### src/design/pmtx_pkg.sv
package pmtx_pkg;

    // Default number of message slots held in the tables
    localparam int MAX_SLOTS_DEFAULT = 32;

    // Period code asking for a single send
    localparam logic [15:0] PERIOD_ONE_SHOT = 16'hFFFF;
    localparam logic [15:0] PERIOD_DISABLED = 16'h0000;

    // Register reset values
    localparam logic [5:0]  ENTRY_COUNT_RESET = 6'd0;
    localparam logic [15:0] MAX_WAIT_RESET    = 16'd500;

    // Configuration register indexes
    localparam logic CFG_ENTRY_COUNT = 1'b0;
    localparam logic CFG_MAX_WAIT    = 1'b1;

    // Request action carried in s_tuser
    localparam logic ACT_SET_PERIOD = 1'b0;
    localparam logic ACT_PASS       = 1'b1;

    // Result kind carried in m_tuser
    localparam logic KIND_TRANSMIT = 1'b0;
    localparam logic KIND_SUMMARY  = 1'b1;

    // Widths of the packed stream payloads
    localparam int S_TDATA_W = 56;
    localparam int M_TDATA_W = 24;

    typedef enum logic [1:0] {
        ST_IDLE,
        ST_SCAN,
        ST_SUMMARY
    } sched_state_t;

endpackage

### src/design/periodic_message_tx_scheduler_unit.sv
// Channel   | Direction | Handshake           | Payload
// ----------+-----------+---------------------+----------------------------------------------
// s_        | in        | s_tvalid / s_tready | tuser: action; tdata: slot, period_ms, now_ms
// m_        | out       | m_tvalid / m_tready | tuser: kind; tlast: last; tdata: tx_slot, wait_ms
// cfg_      | in        | cfg_valid/cfg_ready | cfg_index selects register, cfg_data value
//
// A set request is written to the table as it is accepted. A pass request is accepted, then
// scans min(entry_count, MAX_SLOTS) slots in turn through the single subtract/compare unit
// and then issues the summary; the request port stays low meanwhile.
// A due slot, and the summary too, hold while the output register waits on the consumer.
// Reset (aresetn, synchronous, active low) clears the table valid bits: every slot reads as
// disabled with a last-send time of zero, so no clearing sweep is needed.
module periodic_message_tx_scheduler_unit #(
    parameter int MAX_SLOTS = pmtx_pkg::MAX_SLOTS_DEFAULT
) (
    input  logic                           aclk,
    input  logic                           aresetn,
    // request channel
    input  logic                           s_tvalid,
    output logic                           s_tready,
    input  logic [pmtx_pkg::S_TDATA_W-1:0] s_tdata,   // [4:0] slot, [20:5] period_ms,
                                                      // [52:21] now_ms, [55:53] zero
    input  logic                           s_tuser,   // [0] action
    // result channel
    output logic                           m_tvalid,
    input  logic                           m_tready,
    output logic [pmtx_pkg::M_TDATA_W-1:0] m_tdata,   // [4:0] tx_slot, [20:5] wait_ms,
                                                      // [23:21] zero
    output logic                           m_tuser,   // [0] kind
    output logic                           m_tlast,
    // configuration write channel
    input  logic                           cfg_valid,
    output logic                           cfg_ready,
    input  logic                           cfg_index,
    input  logic [15:0]                    cfg_data
);

    localparam int IDX_W = (MAX_SLOTS > 1) ? $clog2(MAX_SLOTS) : 1;
    localparam int CNT_W = $clog2(MAX_SLOTS + 1);
    localparam int CMP_W = (CNT_W > 6) ? CNT_W : 6;

    // Unpack the request
    logic [4:0]  s_slot;
    logic [15:0] s_period;
    logic [31:0] s_now;
    logic        s_accept;

    assign s_slot   = s_tdata[4:0];
    assign s_period = s_tdata[20:5];
    assign s_now    = s_tdata[52:21];
    assign s_accept = s_tvalid && s_tready;

    // Configuration registers
    logic [5:0]  entry_count_reg;
    logic [15:0] max_wait_reg;

    assign cfg_ready = 1'b1;

    always_ff @(posedge aclk) begin
        if (!aresetn) begin
            entry_count_reg <= pmtx_pkg::ENTRY_COUNT_RESET;
            max_wait_reg    <= pmtx_pkg::MAX_WAIT_RESET;
        end else if (cfg_valid && cfg_ready) begin
            unique case (cfg_index)
                pmtx_pkg::CFG_ENTRY_COUNT: entry_count_reg <= cfg_data[5:0];
                pmtx_pkg::CFG_MAX_WAIT:    max_wait_reg    <= cfg_data;
                default:                   ;
            endcase
        end
    end

    // Sequencer state
    pmtx_pkg::sched_state_t state_reg, state_next;
    logic [IDX_W-1:0] idx_reg, idx_next;
    logic [CNT_W-1:0] count_reg, count_next;
    logic [31:0]      now_reg, now_next;
    logic [15:0]      wait_reg, wait_next;

    // Slot tables: memories with registered read, plus a valid bit per slot in each table
    logic [15:0]      period_mem [MAX_SLOTS];
    logic [31:0]      last_mem   [MAX_SLOTS];
    logic [15:0]      period_rd_reg;
    logic [31:0]      last_rd_reg;
    logic             period_vld_reg [MAX_SLOTS];
    logic             last_vld_reg   [MAX_SLOTS];

    logic [IDX_W-1:0] rd_addr;
    logic [IDX_W-1:0] set_addr;
    logic             set_en;
    logic             oneshot_clr;
    logic             last_wr;

    // Output register
    logic             m_tvalid_reg;
    logic [4:0]       out_slot_reg;
    logic [15:0]      out_wait_reg;
    logic             out_kind_reg;
    logic             out_last_reg;
    logic             out_load;
    logic [4:0]       out_slot;
    logic [15:0]      out_wait;
    logic             out_kind;
    logic             out_busy;

    // Slot evaluation unit
    logic [15:0]      cur_period;
    logic [31:0]      cur_last;
    logic [31:0]      elapsed;
    logic [32:0]      remain;
    logic             is_oneshot;
    logic             is_due;
    logic             need_tx;
    logic [15:0]      cand_wait;
    logic             last_slot;
    logic [CMP_W-1:0] ec_ext;
    logic [CMP_W-1:0] slot_ext;

    assign ec_ext   = CMP_W'(entry_count_reg);
    assign slot_ext = CMP_W'(s_slot);
    assign set_addr = IDX_W'(s_slot);

    assign cur_period = period_vld_reg[idx_reg] ? period_rd_reg : pmtx_pkg::PERIOD_DISABLED;
    assign cur_last   = last_vld_reg[idx_reg] ? last_rd_reg : 32'd0;
    assign elapsed    = now_reg - cur_last;
    // Borrow out of period - elapsed marks a slot past its period
    assign remain     = {17'd0, cur_period} - {1'b0, elapsed};
    assign is_oneshot = (cur_period == pmtx_pkg::PERIOD_ONE_SHOT);
    assign is_due     = remain[32];
    assign need_tx    = (cur_period != pmtx_pkg::PERIOD_DISABLED) && (is_oneshot || is_due);
    assign cand_wait  = is_due ? cur_period : remain[15:0];
    assign last_slot  = ((CNT_W'(idx_reg) + CNT_W'(1)) == count_reg);
    assign out_busy   = m_tvalid_reg && !m_tready;

    always_comb begin
        state_next  = state_reg;
        idx_next    = idx_reg;
        count_next  = count_reg;
        now_next    = now_reg;
        wait_next   = wait_reg;
        rd_addr     = idx_reg;
        set_en      = 1'b0;
        oneshot_clr = 1'b0;
        last_wr     = 1'b0;
        out_load    = 1'b0;
        out_slot    = 5'd0;
        out_wait    = 16'd0;
        out_kind    = pmtx_pkg::KIND_TRANSMIT;
        s_tready    = 1'b0;

        unique case (state_reg)
            pmtx_pkg::ST_IDLE: begin
                s_tready = 1'b1;
                // keep slot 0 in the read register, ready for a pass
                rd_addr  = '0;
                if (s_accept) begin
                    if (s_tuser == pmtx_pkg::ACT_PASS) begin
                        idx_next  = '0;
                        now_next  = s_now;
                        wait_next = max_wait_reg;
                        // clamp the scan length to the table size
                        count_next = (ec_ext > CMP_W'(MAX_SLOTS)) ? CNT_W'(MAX_SLOTS)
                                                                 : CNT_W'(ec_ext);
                        if (entry_count_reg == 6'd0) begin
                            state_next = pmtx_pkg::ST_SUMMARY;
                        end else begin
                            state_next = pmtx_pkg::ST_SCAN;
                        end
                    end else begin
                        // drop writes beyond the table
                        set_en = (slot_ext < CMP_W'(MAX_SLOTS));
                    end
                end
            end

            pmtx_pkg::ST_SCAN: begin
                if (!(need_tx && out_busy)) begin
                    if (need_tx) begin
                        out_load = 1'b1;
                        out_slot = 5'(idx_reg);
                        out_kind = pmtx_pkg::KIND_TRANSMIT;
                    end
                    if (is_oneshot) begin
                        oneshot_clr = 1'b1;
                    end else if (cur_period != pmtx_pkg::PERIOD_DISABLED) begin
                        last_wr = is_due;
                        if (cand_wait < wait_reg) begin
                            wait_next = cand_wait;
                        end
                    end
                    // advance to the next slot
                    idx_next = idx_reg + IDX_W'(1);
                    rd_addr  = idx_reg + IDX_W'(1);
                    if (last_slot) begin
                        state_next = pmtx_pkg::ST_SUMMARY;
                    end
                end
            end

            pmtx_pkg::ST_SUMMARY: begin
                if (!out_busy) begin
                    out_load   = 1'b1;
                    out_kind   = pmtx_pkg::KIND_SUMMARY;
                    out_wait   = wait_reg;
                    state_next = pmtx_pkg::ST_IDLE;
                end
            end

            default: begin
                state_next = pmtx_pkg::ST_IDLE;
            end
        endcase
    end

    always_ff @(posedge aclk) begin
        if (!aresetn) begin
            state_reg <= pmtx_pkg::ST_IDLE;
        end else begin
            state_reg <= state_next;
        end
    end

    always_ff @(posedge aclk) begin
        idx_reg   <= idx_next;
        count_reg <= count_next;
        now_reg   <= now_next;
        wait_reg  <= wait_next;
    end

    // Table storage
    always_ff @(posedge aclk) begin
        if (set_en) begin
            period_mem[set_addr] <= s_period;
        end
        period_rd_reg <= period_mem[rd_addr];
    end

    always_ff @(posedge aclk) begin
        if (last_wr) begin
            last_mem[idx_reg] <= now_reg;
        end
        last_rd_reg <= last_mem[rd_addr];
    end

    // Valid bits: an invalid slot reads as disabled and never sent
    always_ff @(posedge aclk) begin
        if (!aresetn) begin
            for (int i = 0; i < MAX_SLOTS; i++) begin
                period_vld_reg[i] <= 1'b0;
                last_vld_reg[i]   <= 1'b0;
            end
        end else begin
            if (set_en) begin
                period_vld_reg[set_addr] <= 1'b1;
            end
            if (oneshot_clr) begin
                period_vld_reg[idx_reg] <= 1'b0;
            end
            if (last_wr) begin
                last_vld_reg[idx_reg] <= 1'b1;
            end
        end
    end

    // Output register: hold a result until the consumer takes it
    always_ff @(posedge aclk) begin
        if (!aresetn) begin
            m_tvalid_reg <= 1'b0;
        end else if (out_load) begin
            m_tvalid_reg <= 1'b1;
        end else if (m_tready) begin
            m_tvalid_reg <= 1'b0;
        end
    end

    always_ff @(posedge aclk) begin
        if (out_load) begin
            out_slot_reg <= out_slot;
            out_wait_reg <= out_wait;
            out_kind_reg <= out_kind;
            out_last_reg <= (out_kind == pmtx_pkg::KIND_SUMMARY);
        end
    end

    assign m_tvalid = m_tvalid_reg;
    assign m_tdata  = {3'd0, out_wait_reg, out_slot_reg};
    assign m_tuser  = out_kind_reg;
    assign m_tlast  = out_last_reg;

endmodule

### config.mk
export PLATFORM = sky130hd
export DESIGN_NAME = periodic_message_tx_scheduler_unit
export DESIGN_NICKNAME = d
export VERILOG_FILES = /design/src/design/pmtx_pkg.sv /design/src/design/periodic_message_tx_scheduler_unit.sv
export SDC_FILE = /design/constraint.sdc
export NUM_CORES = 2
export LEC_CHECK = 0
export BUFFER_PORTS_ARGS = -buffer_cell sky130_fd_sc_hd__clkbuf_2
export CAP_MARGIN = 10
export CORE_MARGIN = 3
export CORE_UTILIZATION = 50
export CTS_BUF_LIST = sky130_fd_sc_hd__clkbuf_4
export CTS_CLUSTER_DIAMETER = 100
export DETAILED_ROUTE_END_ITERATION = 8
export PLACE_DENSITY_LB_ADDON = 0.25
export RECOVER_POWER = 50
export SLEW_MARGIN = 25
export SYNTH_ARGS = -nofsm -noshare
export SYNTH_HDL_FRONTEND = slang
export SYNTH_SLANG_ARGS = --single-unit
### constraint.sdc
create_clock -name aclk -period 10.6 [get_ports aclk]
set_input_delay 1.06 -clock aclk [delete_from_list [all_inputs] [get_ports aclk]]
set_output_delay 1.06 -clock aclk [all_outputs]
set_load 0.01 [all_outputs]
# Word-level counts from Yosys, hierarchy flattened
# Memory sizes are Yosys's and may differ from the RTL's. A register that Yosys moved wholly into a read port is not among the register bits.
# Index checks and enable logic that the tools add are counted.
op_classes:
  add_sub_neg: 4
  mul: 0
  div: 0
  magnitude_cmp: 3
  n_eq_ne: 12
  shift: 0
  n_mux: 62
  bitwise_logic: 4
  n_reduce_logical: 22
op_table:
  columns: ["cell", "n"]
  rows:
  - ["16-bit 2-to-1 mux", 8]
  - ["5-bit 2-to-1 mux", 8]
  - ["1-bit 2-to-1 mux", 34]
  - ["16-bit by 32-bit subtractor with 33-bit output", 1]
  - ["32-bit 2-to-1 mux", 1]
  - ["16-bit one-hot mux with 2 select lines", 1]
  - ["32-bit subtractor", 1]
  - ["5-bit one-hot mux with 2 select lines", 2]
  - ["16-bit equality test, second input constant", 1]
  - ["16-bit < comparator", 1]
  - ["2-bit != test, second input constant", 8]
  - ["16-bit nonzero test", 1]
  - ["2-bit 2-to-1 mux", 6]
  - ["7-bit AND reduction", 1]
  - ["5-bit by 1-bit adder with 6-bit output, second input constant", 1]
  - ["6-bit equality test", 1]
  - ["6-bit > comparator, second input constant", 1]
  - ["6-bit logical NOT", 1]
  - ["5-bit by 6-bit < comparator with 1-bit output, second input constant", 1]
  - ["2-bit one-hot mux with 3 select lines", 1]
  - ["3-bit AND reduction", 2]
  - ["5-bit by 1-bit adder with 5-bit output, second input constant", 1]
  - ["5-bit AND reduction", 1]
  - ["1-bit logical AND", 4]
  - ["other kinds (12)", 19]
totals:
  regBits: 106
  latchBits: 0
  mem_bits_rw: 1600
  mem_bits_ro: 0
  elab_cells: 122
  n_memories: 4
mem_list:
  columns: ["name", "words", "width", "read_ports", "rd_ports_with_merged_regs", "wr", "line", "rtl"]
  rows:
  - ["last_mem", 32, 32, 1, 1, 1, "periodic_message_tx_scheduler_unit.sv:81", "logic [31:0] last_mem [MAX_SLOTS];"]
  - ["period_mem", 32, 16, 1, 1, 1, "periodic_message_tx_scheduler_unit.sv:80", "logic [15:0] period_mem [MAX_SLOTS];"]
  - ["last_vld_reg", 32, 1, 1, 1, 32, "periodic_message_tx_scheduler_unit.sv:85", "logic last_vld_reg [MAX_SLOTS];"]
  - ["period_vld_reg", 32, 1, 1, 1, 32, "periodic_message_tx_scheduler_unit.sv:84", "logic period_vld_reg [MAX_SLOTS];"]

# Logic depth before layout (Yosys ltp)
depth:
  word_depth: 13
  mapped_depth: 37
  mapped_depth_nobuf: 31

# Worst setup path after synthesis
# OpenSTA, ideal clock, no wires.
synth_timing:
  path_kind: "flip-flop to flip-flop"
  start: "reg (tool-made name)"
  end: "reg wait_reg[0] (enable)"
  setup_ns: 0.394
  arrival_ns: 8.003
  t_required_ns: 10.206
  slack_ns: 2.202
  path_stages_with_launch: 37
  path_cell_list: "dfxtp_1 buf_2 clkbuf_1 mux4_2 mux4_2 nand2_1 o311ai_2 clkbuf_1 nand2_1 ha_1 clkbuf_1 nand2_1 or4_1 a21oi_1 nor2_1 o21ai_0 xnor2_1 ha_1 nor2_1 a31oi_1 o221a_2 o221a_2 o311ai_0 nor4bb_1 and4_1 buf_1 nand3_1 mux2_2 ha_1 a21o_1 a21o_1 a21oi_1 nor2_1 a2111oi_0 and3_1 o21ai_0 a21oi_1"
synth_lines:
  columns: ["element", "line", "rtl"]
  rows:
  - ["end signal: assignment", "periodic_message_tx_scheduler_unit.sv:226", "wait_reg <= wait_next;"]
  - ["end: declaration", "periodic_message_tx_scheduler_unit.sv:77", "logic [15:0] wait_reg, wait_next;"]

==> qor.csv <==
stage,metric,value,unit
placed_design,pre_cts_slack,895,ps
synthesis,yosysTopAreaCell,edfxtp_1,
placed_design,gp_congestion,0.925,
layout,layout.nets,5844,
critical_path,cp.required,11640,ps
routing,totalWireLength,196,mm
global_routing,grt_pass1_vias,44300,
routing,drtPass1Iterations,5,
routing,drc,0,
synthesis,ys_warn_count,0,
power_and_ir_drop,cellPowerDensity,238,mW/mm^2
power_and_ir_drop,p_leak,28.1,nW
routing,wl_per_cell,24.7,um
timing,setup_viol,0,
layout,fill_cells,11300,
synthesis,synth_area_per_cell,13.7,sq um
min_path,holdPathStages,3,
floorplanning,coreArea,0.142,sq mm
min_path,hold_class,in -> reg,
run_status,violations,"max-capacitance violations, max-slew violations",
power_and_ir_drop,finalPower,19.4,mW
critical_path,reg2reg_depth,31,
timing,final_max_slew_viol_count,1111,
routing,drt-initial-drc-count,5185,
run_status,status,"finished, violations left",
global_routing,grt_overflow_total,0,
layout,reg_top3,"last_mem x1024, period_mem x512",
job,cap_violations,32,
routing,num_vias,46500,
floorplanning,boundaryPins,108,
synthesis,yosys_most_used_dff,edfxtp_1,
global_routing,antenna_found_initial,12,
placed_design,dpl.hpwl,110,mm
power_and_ir_drop,ir_drop,0.232,mV
clock_tree,cts.clk_slew.worst_paths,70,ps
synthesis,synth_top_area_share,67.5,%
clock_tree,htree_levels,5,
floorplanning,die_x,385,um
clock_tree,numCtsBuffers,445,
critical_path,crit_fanout,19,
global_routing,track_usage,26.2,%
timing,hold_viol,0,
layout,layout-drive-gt1-share,18.0,%
timing,maxSlewHeadroom,-105,%
floorplanning,start_util,50.6,%
layout,regArea,0.0514,sq mm
routing,ant_nets,0,
critical_path,cpLargestDelayFamily,compound AO/OA/AOI/OAI gates,
synthesis,syn-cell-area,0.0719,sq mm
placed_design,port_buffers,100,
timing,worst_slack,807,ps
timing,rsz0062_at_grt,no,
synthesis,synth_cell_type_count,77,
global_routing,grt_pass1_wl,286,mm
floorplanning,rows,138,
min_path,hold_start,s_tuser,
critical_path,worst-path-buf-inv,3,
layout,largest_reg_flops,1024,
critical_path,start_kind,flop,
critical_path,critPathCaptureType,flop,
timing,timing.final.crit_period,9790,ps
clock_tree,clkLatencyLatePin,1360,ps
timing,fin_crit_sh,92.4,%
clock_tree,root_buffer,clkbuf_4,
clock_tree,cts_sinks,1759,
clock_tree,tritoncts,yes,
synthesis,synthTopCellsByArea,"edfxtp_1 (68%), nand2_1 (5.8%), mux2i_1 (4.2%), dfxtp_1 (4.0%), nand3_1 (2.3%)",
critical_path,crit_path_top_delay_cell,dfxtp_1,
critical_path,cp_num_cells,31,
critical_path,cp.arrival,10830,ps
floorplanning,dieArea,0.148,sq mm
timing,tightest_slew,3080,ps
clock_tree,clockBufferDepth,4,
routing,viasPerCell,5.86,
synthesis,async_reset_ff_share,0,%
clock_tree,cts_resized,0,
synthesis,ys_seq_area_share,71.5,%
layout,area_growth,13.1,%
layout,top_register,last_mem,
timing,tns,0,ps
layout,mostFrequentLayoutCell,edfxtp_1,
critical_path,critPathKind,reg -> reg,
synthesis,syn_inst,5250,
critical_path,slowest_delay,930,ps
global_routing,grt_max_degree,195,
synthesis,ys_ff_latch,1759,
timing,skew,98.7,ps
floorplanning,die_h,385,um
synthesis,synth-edff-count,1617,
layout,final_cell_mix,"edfxtp_1 (1617), nand2_1 (1120), clkbuf_4 (684)",
timing,fmax,102,MHz
layout,multi_input_area,0.0193,sq mm
[routing by layer]
metal  vias up  wire, um  GRT usage, %
met5         -        72             0
met4        12      5840          8.86
met3       356     19100          5.63
met2      2389     86800          38.7
met1     22900     84300          38.7
li1      20900         -             -
[area by class of cell]
cell class                 instances  share of cell area (%)
antenna                            9                  0.0277
clock buffer                     684                    6.31
clock inverter                   119                   0.728
inverter                          42                   0.194
multi-input combinational       3138                    23.8
sequential                      1759                    63.2
tap                             1890                    2.91
timing repair buffer             308                    2.83
[worst min-delay path, stage by stage]
cell	delay, ps
clkbuf_2	140
a21oi_1	130
o21ai_0	140
[through the flow]
| stage | hold slack, ps | util, % | instance area (sq um) | cells |
|---|---|---|---|---|
| 2_1_floorplan | 434 | - | 71900 | 5252 |
| 3_3_place_gp | 442 | 52.8 | 75100 | 7080 |
| 3_5_place_dp | 448 | 52.8 | 75200 | 7082 |
| 4_1_cts | 16.2 | 57.2 | 81400 | 7934 |
| 5_1_grt | 64.6 | 57.2 | 81300 | 7947 |
| 6_report | 162 | 57.2 | 81300 | 7949 |
[synth_stat cells, types with 42 or more instances]
cell / n
a2111o_1: 47
a211oi_1: 73
a21oi_1: 172
a31oi_1: 59
a32oi_1: 96
and3_1: 81
buf_2: 66
clkbuf_1: 188
dfxtp_1: 142
edfxtp_1: 1617
ha_1: 69
inv_1: 42
mux2_2: 70
mux2i_1: 300
nand2_1: 1121
nand3_1: 336
nand4_1: 69
nor2_1: 198
o21a_1: 43
o21ai_0: 81
[final timing paths]
kind | end | slack (ps)
worst min register to register | last_vld_reg[6]$_DFF_P_ | 460
worst min-delay path | flop | 160
worst max-delay path | wait_reg[9]$_DFFE_PP_ | 810
worst max register to register | wait_reg[9]$_DFFE_PP_ | 810
[report_power, final]
group / leakage (nW) / internal (mW) / switching, mW
Combinational: 8.98 / 1.84 / 3.70
Sequential: 15.7 / 7.90 / 0.207
Clock: 3.43 / 3.05 / 2.67
Total: 28.1 / 12.8 / 6.58
[timing repair]
action | in CTS | in global routing
hold buffers | 49 | 0
endpoints found under the hold margin | 55 | 0
buffers inserted | 0 | 0
[cells by family (layout without fill, tap and decap cells)]
group                      after synthesis  count (layout)  share of synthesized area (%)
buffers and inverters                  355            1153                           2.19
adders and majority gates               71              71                           1.26
xor gates and xnor gates                34              34                          0.414
and+or+nand+nor                       1941            1941                           11.8
DFF                                   1759            1759                           71.5
AOI/OAI and AO/OA                      699             699                           7.05
other                                    2              13                         0.0104
muxes                                  389             389                           5.85
Power figures use the tool's default switching activity.
